--- src/design/sts_pkg.sv ---
// Package for the scene table store: command and status codes, field widths
// and the default table depth. No dependencies.
package sts_pkg;

  localparam int unsigned TableEntriesDefault = 16;

  localparam int unsigned CmdW    = 2;
  localparam int unsigned IdW     = 16;
  localparam int unsigned LightW  = 8;
  localparam int unsigned IntenW  = 8;
  localparam int unsigned StatusW = 2;
  localparam int unsigned SlotW   = 4;
  localparam int unsigned EntryW  = IdW + LightW + IntenW;

  localparam int unsigned InDataW  = 40;
  localparam int unsigned OutDataW = 16;

  localparam logic [CmdW-1:0] CmdConfigure = 2'd0;
  localparam logic [CmdW-1:0] CmdRecall    = 2'd1;
  localparam logic [CmdW-1:0] CmdDelete    = 2'd2;

  localparam logic [StatusW-1:0] StatusDone     = 2'd0;
  localparam logic [StatusW-1:0] StatusInserted = 2'd1;
  localparam logic [StatusW-1:0] StatusFull     = 2'd2;
  localparam logic [StatusW-1:0] StatusNotFound = 2'd3;

endpackage

--- src/design/scene_table_store_core.sv ---
// Scene table store: a table of lighting scenes searched one entry at a time.
// Depends on sts_pkg for codes, widths and the default depth.
//
// Steps per item: one table read per entry, each entry compared in the cycle after
// its read, then the scan is left, and the decide step writes back and registers the
// result. The core takes no new item before the last one is decided: the next item
// is taken in the idle cycle after the result, and a result still held delays decide.
// Reset: rst_ni clears all per-entry valid bits at once, so every entry reads as free.
module scene_table_store_core #(
  parameter int unsigned TABLE_ENTRIES = sts_pkg::TableEntriesDefault
) (
  input  logic                         clk_i,
  input  logic                         rst_ni,
  // Command item. tdata from bit 0: cmd[1:0], scene_id[17:2], light_id[25:18],
  // intensity[33:26], zero fill [39:34].
  input  logic                         s_axis_tvalid,
  output logic                         s_axis_tready,
  input  logic [sts_pkg::InDataW-1:0]  s_axis_tdata,
  // Result item. tdata from bit 0: status[1:0], slot[5:2],
  // recalled_intensity[13:6], recall_valid[14], zero fill [15].
  output logic                         m_axis_tvalid,
  input  logic                         m_axis_tready,
  output logic [sts_pkg::OutDataW-1:0] m_axis_tdata
);
  import sts_pkg::*;

  localparam int unsigned IdxW = (TABLE_ENTRIES > 1) ? $clog2(TABLE_ENTRIES) : 1;
  localparam logic [IdxW-1:0] LastIdx = IdxW'(TABLE_ENTRIES - 1);

  typedef enum logic [1:0] {
    S_IDLE,
    S_SCAN,
    S_DECIDE
  } state_e;

  state_e state_q;

  // Captured command.
  logic [CmdW-1:0]   cmd_q;
  logic [IdW-1:0]    id_q;
  logic [LightW-1:0] light_q;
  logic [IntenW-1:0] inten_q;

  // Scan sequencer: issue counter and one read in flight.
  logic [IdxW-1:0] cnt_q;
  logic            issue_q;
  logic            pend_q;
  logic [IdxW-1:0] pend_idx_q;

  // Search results: lowest match and lowest free entry.
  logic              hit_q;
  logic [IdxW-1:0]   hit_idx_q;
  logic [IntenW-1:0] hit_int_q;
  logic [IdW-1:0]    hit_id_q;
  logic              free_q;
  logic [IdxW-1:0]   free_idx_q;

  // Table memory with registered read and per-entry valid bits.
  logic [EntryW-1:0] mem [TABLE_ENTRIES];
  logic [TABLE_ENTRIES-1:0] vld_q;
  logic [EntryW-1:0] rdata_q;
  logic              rvld_q;
  logic              rd_en;

  logic              mem_we;
  logic [IdxW-1:0]   wr_addr;
  logic [EntryW-1:0] wr_data;

  // Result register.
  logic               out_valid_q;
  logic [StatusW-1:0] out_status_q;
  logic [SlotW-1:0]   out_slot_q;
  logic [IntenW-1:0]  out_int_q;
  logic               out_rv_q;

  logic [StatusW-1:0] res_status;
  logic [SlotW-1:0]   res_slot;
  logic [IntenW-1:0]  res_int;
  logic               res_rv;

  logic [EntryW-1:0] ent;
  logic              ent_match;
  logic              ent_free;
  logic              in_fire;
  logic              out_free;
  logic              commit;

  assign s_axis_tready = (state_q == S_IDLE);
  assign in_fire       = s_axis_tvalid && s_axis_tready;
  assign out_free      = !out_valid_q || m_axis_tready;
  assign commit        = (state_q == S_DECIDE) && out_free;
  assign rd_en         = (state_q == S_SCAN) && issue_q;

  // An entry whose valid bit is clear has never been written since reset: free.
  assign ent       = rvld_q ? rdata_q : '0;
  assign ent_match = (ent[IdW-1:0] == id_q);
  assign ent_free  = (ent[IdW-1:0] == '0);

  // Decision on the scan result: status, slot and write-back.
  always_comb begin
    res_status = StatusNotFound;
    res_slot   = '0;
    res_int    = '0;
    res_rv     = 1'b0;
    mem_we     = 1'b0;
    wr_addr    = hit_idx_q;
    wr_data    = {inten_q, light_q, id_q};
    unique case (cmd_q)
      CmdConfigure: begin
        if (hit_q) begin
          res_status = StatusDone;
          res_slot   = SlotW'(hit_idx_q);
          mem_we     = commit;
        end else if (free_q) begin
          res_status = StatusInserted;
          res_slot   = SlotW'(free_idx_q);
          wr_addr    = free_idx_q;
          mem_we     = commit;
        end else begin
          res_status = StatusFull;
        end
      end
      CmdRecall: begin
        // A match on a free entry (id zero) is not a scene.
        if (hit_q && (hit_id_q != '0)) begin
          res_status = StatusDone;
          res_slot   = SlotW'(hit_idx_q);
          res_int    = hit_int_q;
          res_rv     = 1'b1;
        end
      end
      CmdDelete: begin
        if (hit_q) begin
          res_status = StatusDone;
          res_slot   = SlotW'(hit_idx_q);
          wr_data    = '0;
          mem_we     = commit;
        end
      end
      default: begin
        res_status = StatusNotFound;
      end
    endcase
  end

  always_ff @(posedge clk_i) begin
    if (mem_we) begin
      mem[wr_addr] <= wr_data;
    end
    if (rd_en) begin
      rdata_q <= mem[cnt_q];
    end
  end

  always_ff @(posedge clk_i or negedge rst_ni) begin
    if (!rst_ni) begin
      vld_q  <= '0;
      rvld_q <= 1'b0;
    end else begin
      if (mem_we) begin
        vld_q[wr_addr] <= 1'b1;
      end
      if (rd_en) begin
        rvld_q <= vld_q[cnt_q];
      end
    end
  end

  always_ff @(posedge clk_i) begin
    if (in_fire) begin
      cmd_q   <= s_axis_tdata[1:0];
      id_q    <= s_axis_tdata[17:2];
      light_q <= s_axis_tdata[25:18];
      inten_q <= s_axis_tdata[33:26];
    end
  end

  always_ff @(posedge clk_i or negedge rst_ni) begin
    if (!rst_ni) begin
      state_q      <= S_IDLE;
      cnt_q        <= '0;
      issue_q      <= 1'b0;
      pend_q       <= 1'b0;
      pend_idx_q   <= '0;
      hit_q        <= 1'b0;
      hit_idx_q    <= '0;
      hit_int_q    <= '0;
      hit_id_q     <= '0;
      free_q       <= 1'b0;
      free_idx_q   <= '0;
      out_valid_q  <= 1'b0;
      out_status_q <= '0;
      out_slot_q   <= '0;
      out_int_q    <= '0;
      out_rv_q     <= 1'b0;
    end else begin
      // A result taken in the cycle of a new decision is replaced, not cleared.
      if (out_valid_q && m_axis_tready && !commit) begin
        out_valid_q <= 1'b0;
      end
      unique case (state_q)
        S_IDLE: begin
          if (in_fire) begin
            state_q <= S_SCAN;
            cnt_q   <= '0;
            issue_q <= 1'b1;
            pend_q  <= 1'b0;
            hit_q   <= 1'b0;
            free_q  <= 1'b0;
          end
        end
        S_SCAN: begin
          // Issue one read per cycle; compare the entry read in the cycle before.
          pend_q     <= issue_q;
          pend_idx_q <= cnt_q;
          if (issue_q) begin
            if (cnt_q == LastIdx) begin
              issue_q <= 1'b0;
            end else begin
              cnt_q <= cnt_q + IdxW'(1);
            end
          end
          if (pend_q) begin
            if (ent_match && !hit_q) begin
              hit_q     <= 1'b1;
              hit_idx_q <= pend_idx_q;
              hit_int_q <= ent[EntryW-1 -: IntenW];
              hit_id_q  <= ent[IdW-1:0];
            end
            if (ent_free && !free_q) begin
              free_q     <= 1'b1;
              free_idx_q <= pend_idx_q;
            end
          end
          if (!issue_q && !pend_q) begin
            state_q <= S_DECIDE;
          end
        end
        S_DECIDE: begin
          if (out_free) begin
            out_valid_q  <= 1'b1;
            out_status_q <= res_status;
            out_slot_q   <= res_slot;
            out_int_q    <= res_int;
            out_rv_q     <= res_rv;
            state_q      <= S_IDLE;
          end
        end
        default: begin
          state_q <= S_IDLE;
        end
      endcase
    end
  end

  assign m_axis_tvalid = out_valid_q;
  assign m_axis_tdata  = {1'b0, out_rv_q, out_int_q, out_slot_q, out_status_q};

  // A successful recall always reports status done.
  a_recall_done : assert property (@(posedge clk_i) disable iff (!rst_ni)
    (out_valid_q && out_rv_q) |-> (out_status_q == StatusDone))
    else $error("recall_valid with status other than done");

  // The table is written only when a decision is committed.
  a_write_in_decide : assert property (@(posedge clk_i) disable iff (!rst_ni)
    mem_we |-> (state_q == S_DECIDE))
    else $error("table write outside the decide step");

  // A full table is reported only when the scan found neither match nor free entry.
  a_full_no_free : assert property (@(posedge clk_i) disable iff (!rst_ni)
    (commit && (res_status == StatusFull)) |-> (!hit_q && !free_q))
    else $error("table full reported with a usable entry");

  // An accepted item starts a scan in the next cycle.
  a_fire_scan : assert property (@(posedge clk_i) disable iff (!rst_ni)
    in_fire |=> ((state_q == S_SCAN) && issue_q && (cnt_q == '0)))
    else $error("scan did not start after an accepted item");

  // An in-flight read always carries an index inside the table.
  a_pend_range : assert property (@(posedge clk_i) disable iff (!rst_ni)
    pend_q |-> (pend_idx_q <= LastIdx))
    else $error("scan index beyond the table");

endmodule
--- config.mk ---
export PLATFORM = sky130hd
export DESIGN_NAME = scene_table_store_core
export DESIGN_NICKNAME = d
export VERILOG_FILES = /design/src/design/sts_pkg.sv /design/src/design/scene_table_store_core.sv
export SDC_FILE = /design/constraint.sdc
export NUM_CORES = 1
export LEC_CHECK = 0
export ABC_AREA = 0
export BUFFER_PORTS_ARGS = -buffer_cell sky130_fd_sc_hd__buf_4
export CORE_ASPECT_RATIO = 0.9
export CORE_MARGIN = 2
export CORE_UTILIZATION = 45
export CTS_CLUSTER_DIAMETER = 30
export CTS_CLUSTER_SIZE = 8
export DETAILED_ROUTE_END_ITERATION = 8
export GPL_ROUTABILITY_DRIVEN = 0
export GPL_TIMING_DRIVEN = 0
export PLACE_DENSITY = 0.63
export SYNTH_ARGS = -nofsm -noshare
export SYNTH_HDL_FRONTEND = slang
export SYNTH_SLANG_ARGS = --single-unit
--- constraint.sdc ---
create_clock -name clk_i -period 3.95 [get_ports clk_i]
set_input_delay 0.1975 -clock clk_i [delete_from_list [all_inputs] [get_ports clk_i]]
set_output_delay 0.1975 -clock clk_i [all_outputs]
set_load 0.05 [all_outputs]
After elaboration in Yosys (flattened, before gate mapping)
Memories as Yosys holds them, arrays and structs flattened. A register that Yosys moved wholly into a read port is not among the register bits. Cells that the tools add are included.

Bits in registers: 113. Memory bits (writable): 512. Output and inout port bits: 18. Memories: 1.

Memory list: mem (words 16, width 32, rd ports 1, clocked after Yosys merged registers in 1, write ports 1, RTL line scene_table_store_core.sv:59) `logic [EntryW-1:0] mem [TABLE_ENTRIES];`.

$add $sub $neg: 1. Magnitude comparators: 3. Equality and inequality tests: 14. Muxes and demuxes: 53. Bitwise operators: 1. Reduce and logical (&&, ||, !) cells: 30.

Operator list (count): $mux 32 (3); $mux 4 (10); $mux 1 (20); $eq 16x16->1 (1); $logic_not 16->1 (1); $mux 8 (2); $or 16x16->16 (1); $reduce_bool 16->1 (1); $mux 2 (7); $pmux 2 s3 (2); $pmux 4 s3 (1); $reduce_and 4->1 (3); $logic_and 1x1->1 (10); $lt 4x5->1 const B (2); $pmux 1 s2 (5); $reduce_and 3->1 (3); $ne 2x1->1 const B (4); $ne 2x2->1 const B (4); $pmux 4 s2 (1); $logic_not 1->1 (6); $add 4x1->4 const B (1); $bmux 1 s4 (1); $demux 1 s4 (1); $eq 2x1->1 const B (2); other kinds (7) (10).

Longest topological paths before layout
Gate-level depths: netlist of the first run.

Depth in word-level cells: 8. Depth in mapped cells: 9. Depth with buffers taken out: 7.

Least setup slack after synthesis of the first run
No wires, ideal clock.

Kind: register -> register. Start point: register hit_q. End point: memory mem[11][0] (netlist name) (enable). Setup time: 0.406 ns. Data arrival time: 2.660 ns. Data required time: 3.544 ns. Setup slack: 0.884 ns. Stages on the path, launching flop included: 7. Path buffers: 1. Clock period less this slack: 3.066 ns. Path through: dfrtp_1 -> clkbuf_1 -> nor4b_4 -> mux2i_1 -> nor4_1 -> nand2b_1 -> nor2_1.

Cells in the longest elaborated chain, start to end: 4. Elaborated cells between the ends (all ways): 7.

Ends and longest elaborated chain: from (decl) (RTL line scene_table_store_core.sv:51) `logic hit_q;`; from (signal assigned) (RTL line scene_table_store_core.sv:185) `hit_q <= 1'b0;`; from (signal assigned) (RTL line scene_table_store_core.sv:208) `hit_q <= 1'b0;`; from (signal assigned) (RTL line scene_table_store_core.sv:225) `hit_q <= 1'b1;`; $mux 1, on equally long branches (RTL line scene_table_store_core.sv:133, scene_table_store_core.sv:110); $pmux 1 s2 (RTL line scene_table_store_core.sv:108) `unique case (cmd_q)`; $mux 1 (RTL line scene_table_store_core.sv:147) `if (mem_we) begin`; $mux 1 (implied by the code) (RTL line scene_table_store_core.sv:148) `mem[wr_addr] <= wr_data;`; to (decl) (RTL line scene_table_store_core.sv:59).

Parallel ways exist; a longest one is shown, timed or not.

==> results.tsv, run 1 <==
stage	metric	value	unit
worst_setup_path	startpoint types	flip-flop	
outcome	status	completed	
floorplan	die height	204	microns
layout	register area	15000	sq um
pwr	Leak Pwr	8.62	nW
sta	Slew HR	12.0	%
pwr	Pwr Total	18.9	mW
clock_network	root buf cell	clkbuf_16	
detailed_routing	ANT nets after route	0	
sta	final-report max-slew violation count	0	
clock_network	Clock Latency Late Sink	0.62	ns
detailed_routing	initial drt markers	1064	
sta	final setup violation count	0	
detailed_routing	via/cell ratio	5.58	
worst_setup_path	Crit path max-delay family	buffers and inverters	
global_routing	first-pass GRT wire length	71.5	mm
detailed_routing	total wire length	49.5	mm
global_routing	grt met1 use	32.4	%
pwr	power per cell area	750	nW/um^2
synthesis	Syn Inst Count	1009	
sta	final hold violations	0	
hold_path	worst hold start	s_axis_tvalid	
place	hpwl dp	28.9	mm
synthesis	Post-synth EDFFs	434	
global_routing	pin count of the biggest net entering global routing	80	
floorplan	I/O pin cnt	62	
synthesis	Post-Syn Area	19900	sq um
synthesis	post-synthesis adder-cell area fraction	0.0627	%
layout	multi-input logic area	4670	sq um
layout	synth-to-layout area growth	26.6	%
floorplan	site row count	73	
place	I/O Buffers	46	
floorplan	Die X	226	microns
sta	f_max	308	MHz
synthesis	Synth warnings	0	
worst_setup_path	crit path capture type	flip-flop	
synthesis	main combinational cell family by area after synthesis	multiplexers	
synthesis	top_reg_cell synth	edfxtp_1	
clock_network	H-tree levels	3	
hold_path	Hold EP	state_q[0]	
clock_network	# Post-CTS Setup Buffers	0	
synthesis	Synthesized Nets	1054	
global_routing	initial antenna violation count	1	
global_routing	busiest grt layer	met2	
global_routing	vias in the first global route	10600	
synthesis	Post-Synth XOR/XNOR Area	0.264	%
pwr	VDD IR-drop max	371	uV
worst_setup_path	CP required	4.29	ns
worst_setup_path	max incr delay on CP	0.87	ns
sta	final hold slack	0.117	ns
worst_setup_path	WP buf/inv	2	
synthesis	post-synthesis sequential area ratio	75.3	%
detailed_routing	Pre-Repair DR Iteration Count	5	
synthesis	post-synthesis mux area share	15.8	%
layout	fillcell total	3236	
worst_setup_path	maximum fanout along the worst path	10	
layout	Finished Layout Cells	1887	
detailed_routing	DR vias	10500	
layout	share of layout cells above drive strength 1	30.0	%
clock_network	clock slew at reported path FFs	0.05	ns
global_routing	GR Layer Usage met2	32.9	%
worst_setup_path	Crit Path Class	reg2reg	
floorplan	Initial Util	45.4	%
worst_setup_path	Worst R2R End	rdata_q[10]	
global_routing	Tot GR Track Use	22.2	%
sta	crit share post-route	82.3	%
worst_setup_path	crit path DAT	3.59	ns
global_routing	met3 GRT Util	5.78	%
floorplan	DIE AREA	46000	sq um
clock_network	clk buf depth	3	
worst_setup_path	Worst R2R Path Depth	4	
place	DP Cell Count	1671	
place	Placed Instance Area	21500	sq um
clock_network	CTS tree	yes	
clock_network	hold_buf cts	28	
layout	design area	25200	sq um
detailed_routing	Routed WL per cell	26.2	microns
sta	RSZ-0062 raised after global routing	no	
clock_network	Num CTS Buffers	101	
sta	min Tclk post-route	3.25	ns
hold_path	Hold Path Depth	3	
worst_setup_path	RR Startpoint	cnt_q[1]	
synthesis	Mapped Avg Cell Area	19.8	sq um
worst_setup_path	CP Cell Sequence	clkbuf_1 > clkbuf_1 > mux4_2 > mux4_2	
floorplan	Placeable Area	43900	sq um
global_routing	GRT overflow	0	
synthesis	distinct cell type count after synthesis	54	
clock_network	cts repair resizes	0	
clock_network	CTS Sinks	513	
detailed_routing	Residual DRC	0	
hold_path	HP Class	in2reg	
layout	Final nets	1248	
synthesis	Synth Area in Simple Gates	4.35	%
worst_setup_path	Worst path slowest cell	clkbuf_1	
synthesis	Synth Register Bits	513	
sta	Worst Skew	0.0250	ns
synthesis	Async SR Flop Fraction	15.4	%
layout	Antenna Cells	0	
layout	final core utilization	57.4	%
worst_setup_path	R2R setup slack	0.70	ns
job	maxcap violations	0	
sta	slew at the pin closest to its max-slew limit	1.32	ns
synthesis	Compound-Gate Fraction of Synth Area	2.31	%
[worst max-delay path by stage]
stage / start / depth (start not counted) / slack [ns] / end
6_report: cnt_q[1] / 4 / 0.70 / rdata_q[10]
5_1_grt: hit_q / 8 / 0.56 / vld_q[0]
4_1_cts: cnt_q[1] / 4 / 0.66 / rdata_q[6]
2_1_floorplan: hit_q / 6 / 0.88 / mem[11][0]
3_3_place_gp: hit_q / 6 / -1.06 / mem[14][31]
3_5_place_dp: cnt_q[1] / 4 / 0.72 / rdata_q[7]
[metrics by stage]
step,TNS (ns),setup WS (ns)
CTS,0,0.657
floorplan,0,0.884
finish,0,0.699
global route,0,0.559
global placement,-330.58,-1.06
detailed placement,0,0.721
[placed cells by master (no fill, tap or decap), types with 15 or more instances in the layout]
cell type and instances:
inv_1 40, and2_1 24, clkbuf_1 49, clkbuf_16 107, nand2_1 58, or2_1 16, mux4_2 125, mux2i_1 26
dfrtp_1 79, nor2_4 16, edfxtp_1 434, o21ai_0 20, clkinv_2 15, dlygate4sd3_1 28, buf_4 50
[flip-flops by register name (all words and copies together) (netlist names), 2 cells and up]
register	cells
hit_id_q	16
out_status_q	2
cnt_q	4
vld_q	16
free_idx_q	4
out_slot_q	4
state_q	2
inten_q	8
hit_int_q	8
cmd_q	2
out_int_q	8
mem	384
pend_idx_q	4
rdata_q	24
id_q	16
hit_idx_q	4
[logic make-up after synthesis]
logic type               Yosys count
AND/OR/NAND/NOR                  170
flip-flops                       513
other                              1
buffers and inverters             89
multiplexers                     158
adder cells (fa/ha/maj)            1
XOR/XNOR                           6
AO/OA/AOI/OAI                     71
[power breakdown]
part / internal (mW) / switching (mW)
logic: 1.64 / 2.16
clock network: 5.66 / 2.69
registers: 6.44 / 0.323
total: 13.7 / 5.18
[worst register-to-register path: cells and delay by family, from the launching register on]
family	cells	cell delay, ns
buffers and inverters	2	1.57
muxes	2	0.95
DFF	1	0.45
[cells in the mapped netlist, types with 9 or more instances]
master    instances  area [sq um]
o21ai_0          20           100
inv_1            41           154
clkbuf_1         29           109
nor4_1            9          56.3
dfrtp_1          79          1980
mux4_2          125          2820
buf_2            12          60.1
mux2i_1          26           260
edfxtp_1        434         13000
or2_1            16           100
a21oi_1          13          65.1
nor2_1           29           109
nand2_1          58           218
and2_1           24           150
[layout make-up]
type / count / share of cell area (%)
timing repair buffer: 91 / 4.05
multi-input combinational: 407 / 18.5
clock inverter: 50 / 2.05
tap: 600 / 2.97
buffer: 48 / 0.897
inverter: 41 / 0.610
clock buffer: 137 / 11.5
sequential: 513 / 59.5
[metal layers]
metal / up-vias / wire (microns) / part of all wire [%]
li1: 4470 / - / -
met1: 5561 / 22000 / 45
met2: 413 / 22800 / 46
met3: 78 / 3610 / 7.3
met4: 0 / 1040 / 2.1
met5: - / 0 / 0
(Power assumes the default switching activity.)
==> run 2, diff against run 1 <==
--- a/config.mk
+++ b/config.mk
@@ -15,7 +15,7 @@
 export DETAILED_ROUTE_END_ITERATION = 8
 export GPL_ROUTABILITY_DRIVEN = 0
 export GPL_TIMING_DRIVEN = 0
-export PLACE_DENSITY = 0.63
+export PLACE_DENSITY = 0.65
 export SYNTH_ARGS = -nofsm -noshare
 export SYNTH_HDL_FRONTEND = slang
 export SYNTH_SLANG_ARGS = --single-unit
==> constraint.sdc (replaced) <==
create_clock -name clk_i -period 2.6 [get_ports clk_i]
set_input_delay 0.13 -clock clk_i [delete_from_list [all_inputs] [get_ports clk_i]]
set_output_delay 0.13 -clock clk_i [all_outputs]
set_load 0.05 [all_outputs]
==> results.tsv, run 2 (same netlist as run 1, synthesis figures left out) <==
stage	metric	value	unit
outcome	status	completed	
job	maxcap violations	0	
detailed_routing	Routed WL per cell	26.4	microns
sta	final-report max-slew violation count	0	
global_routing	pin count of the biggest net entering global routing	80	
floorplan	I/O pin cnt	62	
pwr	power per cell area	1120	nW/um^2
floorplan	Placeable Area	43900	sq um
floorplan	Die X	226	microns
clock_network	Clock Latency Late Sink	0.62	ns
clock_network	root buf cell	clkbuf_16	
worst_setup_path	Crit Path Class	reg2reg	
global_routing	Tot GR Track Use	22.7	%
sta	min Tclk post-route	2.59	ns
sta	f_max	385	MHz
hold_path	HP Class	in2reg	
layout	Finished Layout Cells	1916	
layout	most common cell after layout, fill and taps aside	edfxtp_1	
floorplan	site row count	73	
place	DP Cell Count	1671	
place	I/O Buffers	46	
worst_setup_path	maximum fanout along the worst path	10	
global_routing	initial antenna violation count	0	
sta	slew at the pin closest to its max-slew limit	1.16	ns
sta	final setup violation count	0	
worst_setup_path	startpoint types	flip-flop	
worst_setup_path	crit path capture type	flip-flop	
layout	fillcell total	3106	
clock_network	clock slew at reported path FFs	0.05	ns
worst_setup_path	CP Launch Point	cnt_q[1]	
detailed_routing	via/cell ratio	5.65	
clock_network	clk buf depth	3	
sta	crit share post-route	99.8	%
global_routing	first-pass GRT wire length	73.3	mm
sta	final hold violations	0	
worst_setup_path	RR Startpoint	cnt_q[1]	
floorplan	DIE AREA	46000	sq um
layout	synth-to-layout area growth	29.1	%
layout	max reg flops	384	
floorplan	Initial Util	45.4	%
sta	setup TNS	0	ns
layout	most frequent cells in the layout	edfxtp_1 (434), mux4_2 (125), clkbuf_16 (107)	
worst_setup_path	max incr delay on CP	0.53	ns
detailed_routing	Pre-Repair DR Iteration Count	5	
detailed_routing	DR vias	10800	
pwr	Leak Pwr	8.89	nW
detailed_routing	initial drt markers	1286	
layout	share of layout cells above drive strength 1	34.0	%
floorplan	die height	204	microns
clock_network	CTS tree	yes	
worst_setup_path	Worst path slowest cell	mux4_2	
clock_network	H-tree levels	3	
sta	Slew HR	22.6	%
global_routing	vias in the first global route	11100	
worst_setup_path	crit path DAT	2.92	ns
sta	Setup WS post-layout	0.00564	ns
place	hpwl dp	30.1	mm
layout	Final nets	1278	
place	Placed Instance Area	21500	sq um
hold_path	worst hold start	s_axis_tdata[1]	
layout	multi-input logic area	4770	sq um
place	pre-CTS WS	-0.697	ns
layout	design area	25700	sq um
worst_setup_path	R2R setup slack	0.006	ns
detailed_routing	ANT nets after route	0	
layout	register area	15000	sq um
layout	Largest Register	mem	
clock_network	Num CTS Buffers	102	
detailed_routing	Residual DRC	0	
sta	Worst Skew	0.0241	ns
detailed_routing	total wire length	50.6	mm
global_routing	GRT overflow	0	
worst_setup_path	CP required	2.93	ns
clock_network	CTS Sinks	513	
worst_setup_path	CP Cell Sequence	clkbuf_2 > clkbuf_2 > mux4_2 > mux4_2	
layout	largest registers	mem: 384 flops, rdata_q: 24 flops	
pwr	VDD IR-drop max	599	uV
==> run 2: cell count changes in the layout (fill, tap and decap cells not counted), moves of 7 or more <==
cell / before / now
buf_4: 50 / 73
clkbuf_1: 49 / 26
buf_12: 9 / 22
clkbuf_2: 0 / 10
buf_2: 12 / 5
buf_6: 0 / 7
==> run 2: path summary, 6_finish.rpt <==
kind,depth (start not counted),endpoint
setup / recovery,4,rdata_q[6]
hold / removal,2,cmd_q[1]
setup reg to reg,4,rdata_q[6]
hold reg to reg,1,vld_q[11]
max in group asynchronous,2,hit_id_q[4]
min in group asynchronous,2,out_status_q[1]
==> run 2: routing by layer <==
metal | wire (microns) | vias up | global-route usage [%]
met4 | 1530 | 0 | 8.33
met1 | 20900 | 5720 | 31.2
met3 | 3910 | 108 | 5.30
met2 | 24300 | 467 | 35.8
li1 | - | 4526 | -
met5 | 0 | - | 0
==> run 2: what timing repair did <==
| action | CTS | global route |
|---|---|---|
| resized for setup | 49 | 11 |
| hold buffers | 29 | 0 |
| gates cloned | 0 | 0 |
| endpoints found under the hold margin | 108 | 0 |
| pin swaps | 21 | 0 |
| setup endpoints to repair | 640 | 543 |
| buffers inserted | 22 | 9 |
==> run 2: metrics by stage <==
step,utilization (%),power [mW],hold WS [ns]
after floorplan,-,14.1,-0.166
after global placement,47.9,16.0,0.308
after detailed placement,49.0,16.1,0.309
after CTS,58.3,28.9,0.201
after global routing,58.6,29.8,0.213
final,58.6,28.8,0.235
==> run 2: worst max-delay path, delay by kind of cell, from the launching register on <==
| family | cells | cell delay, ns |
|---|---|---|
| buffers and inverters | 2 | 0.90 |
| flip-flops | 1 | 0.48 |
| multiplexers | 2 | 0.91 |
==> run 2: where the power goes <==
group	total (mW)	switching [mW]	internal (mW)
Sequential	10.3	0.541	9.78
Clock	12.6	4.10	8.46
Combinational	5.93	3.31	2.62
Total	28.8	7.95	20.9
==> run 2: final cells by class <==
class,instances,share of cell area [%]
repair buffers,122,5.33
well taps,600,2.92
clock inverters,56,2.01
flip-flops and latches,513,58.3
diodes,1,0.00972
inverters,41,0.598
plain buffers,46,1.21
multi-input cells,407,18.5
clock buffers,130,11.1
==> run 3, diff against run 2 <==
--- a/config.mk
+++ b/config.mk
@@ -8,7 +8,7 @@
 export ABC_AREA = 0
 export BUFFER_PORTS_ARGS = -buffer_cell sky130_fd_sc_hd__buf_4
 export CORE_ASPECT_RATIO = 0.9
-export CORE_MARGIN = 2
+export CORE_MARGIN = 8
 export CORE_UTILIZATION = 45
 export CTS_CLUSTER_DIAMETER = 30
 export CTS_CLUSTER_SIZE = 8
==> constraint.sdc (replaced) <==
create_clock -name clk_i -period 2.34 [get_ports clk_i]
set_input_delay 0.234 -clock clk_i [delete_from_list [all_inputs] [get_ports clk_i]]
set_output_delay 0.234 -clock clk_i [all_outputs]
set_load 0.05 [all_outputs]
==> results.tsv, run 3 (same netlist as run 1, synthesis figures left out) <==
stage	metric	value	unit
outcome	status	finished with violations	
outcome	failing checks	negative setup slack	
layout	Antenna Cells	0	
clock_network	root buf cell	clkbuf_16	
floorplan	Placeable Area	43900	sq um
detailed_routing	Pre-Repair DR Iteration Count	5	
worst_setup_path	CP required	2.88	ns
sta	Worst Skew	0.0266	ns
layout	Final nets	1347	
floorplan	die height	216	microns
worst_setup_path	crit path DAT	2.98	ns
global_routing	initial antenna violation count	2	
detailed_routing	initial drt markers	1610	
floorplan	I/O pin cnt	62	
layout	synth-to-layout area growth	34.8	%
sta	slew at the pin closest to its max-slew limit	1.04	ns
worst_setup_path	maximum fanout along the worst path	6	
worst_setup_path	startpoint types	flip-flop	
pwr	power per cell area	1220	nW/um^2
clock_network	Clock Latency Late Sink	0.64	ns
place	DP Cell Count	1655	
clock_network	clk buf depth	3	
layout	most frequent cells in the layout	edfxtp_1 (434), mux4_2 (125), clkbuf_16 (104)	
floorplan	Initial Util	45.4	%
detailed_routing	DR vias	11700	
sta	final setup violation count	20	
sta	min Tclk post-route	2.44	ns
layout	most common cell after layout, fill and taps aside	edfxtp_1	
sta	final-report max-slew violation count	0	
global_routing	Tot GR Track Use	22.9	%
sta	setup TNS	-0.984	ns
sta	f_max	410	MHz
detailed_routing	ANT nets after route	0	
layout	Finished Layout Cells	1985	
place	hpwl dp	26.2	mm
place	I/O Buffers	46	
sta	final hold violations	0	
global_routing	pin count of the biggest net entering global routing	80	
pwr	VDD IR-drop max	743	uV
detailed_routing	total wire length	59.0	mm
global_routing	vias in the first global route	11900	
floorplan	DIE AREA	51300	sq um
sta	RSZ-0062 raised after global routing	yes	
hold_path	HP Class	in2reg	
detailed_routing	via/cell ratio	5.90	
floorplan	Die X	238	microns
sta	Slew HR	30.6	%
detailed_routing	Residual DRC	0	
layout	final core utilization	61.2	%
layout	Largest Register	mem	
sta	crit share post-route	104	%
clock_network	Num CTS Buffers	99	
sta	final hold slack	0.0514	ns
layout	max reg flops	384	
detailed_routing	Routed WL per cell	29.7	microns
layout	largest registers	mem: 384 flops, rdata_q: 24 flops	
global_routing	GRT overflow	0	
clock_network	clock slew at reported path FFs	0.05	ns
job	maxcap violations	0	
clock_network	H-tree levels	3	
global_routing	first-pass GRT wire length	83.9	mm
floorplan	site row count	73	
layout	share of layout cells above drive strength 1	38.4	%
pwr	Leak Pwr	9.33	nW
worst_setup_path	Crit Path Class	reg2reg	
clock_network	CTS Sinks	513	
sta	Setup WS post-layout	-0.0963	ns
clock_network	CTS tree	yes	
worst_setup_path	crit path capture type	flip-flop	
==> run 3: changes by cell type in the layout (fill, tap and decap cells not counted), sizes merged, moves of 2 or more <==
| cell | delta |
|---|---|
| bufinv | +4 |
| clkinvlp | -7 |
| inv | -2 |
| buf | +56 |
| nor2 | +17 |
| clkbuf | +8 |
| clkinv | -5 |
==> run 3: final cells by class <==
| cell class | count | area, sq um |
|---|---|---|
| Buffer | 46 | 408 |
| Clock buffer | 139 | 2760 |
| Clock inverter | 45 | 611 |
| Fill cell | 3013 | 17100 |
| Inverter | 41 | 158 |
| Multi-Input combinational cell | 424 | 5070 |
| Sequential cell | 513 | 15000 |
| Tap cell | 600 | 751 |
| Timing Repair Buffer | 176 | 2100 |
| Timing Repair inverter | 1 | 7.51 |
==> run 3: routing by layer <==
layer | vias up | global-route usage [%] | wire length [microns]
li1 | 4675 | - | -
met1 | 6039 | 31.2 | 22500
met2 | 810 | 34.3 | 26700
met3 | 192 | 6.52 | 7030
met4 | 0 | 9.63 | 2740
met5 | - | 0 | 0
==> run 3: critical path, stage by stage (launching register included) <==
cell and delay (ns):
dfrtp_1 0.45, or4_1 0.54, a2111o_1 0.42, nor4_4 0.23, buf_6 0.17, buf_12 0.16, clkbuf_16 0.17, mux2i_1 0.18
==> run 3: stage by stage <==
stage | cell area (sq um) | worst slack [ns] | power (mW)
floorplan | 20100 | -0.0973 | 15.8
global placement | 21200 | -0.996 | 17.8
detailed placement | 21200 | -1.05 | 17.9
CTS | 26400 | -0.0742 | 32.4
global route | 26900 | -0.116 | 33.7
finish | 26900 | -0.0963 | 32.7
==> run 3: timing repair <==
| action | in CTS | in global routing |
|---|---|---|
| hold endpoints to repair | 107 | 0 |
| hold buffers | 28 | 0 |
| setup endpoints to repair | 803 | 483 |
| gates cloned | 19 | 2 |
| setup buffers | 79 | 20 |
| gates resized for setup | 90 | 60 |
| pin swaps | 25 | 13 |
==> run 3: report_power, final <==
| group | leakage, nW | internal (mW) | switching, mW |
|---|---|---|---|
| registers | 4.92 | 10.9 | 0.614 |
| logic | 2.76 | 3.13 | 3.88 |
| clock network | 1.64 | 9.52 | 4.68 |
==> run 3: worst paths after layout <==
kind / startpoint / to / slack [ns] / cells past startpoint
worst max-delay path: rvld_q / hit_int_q[6] / -0.1 / 7
worst min-delay path: s_axis_tvalid / state_q[0] / 0.05 / 3
worst max register to register: rvld_q / hit_int_q[6] / -0.1 / 7
worst min register to register: vld_q[5] / vld_q[5] / 0.46 / 1
max in group asynchronous: rst_ni / hit_q / 1.29 / 2
min in group asynchronous: rst_ni / state_q[0] / 0.34 / 2
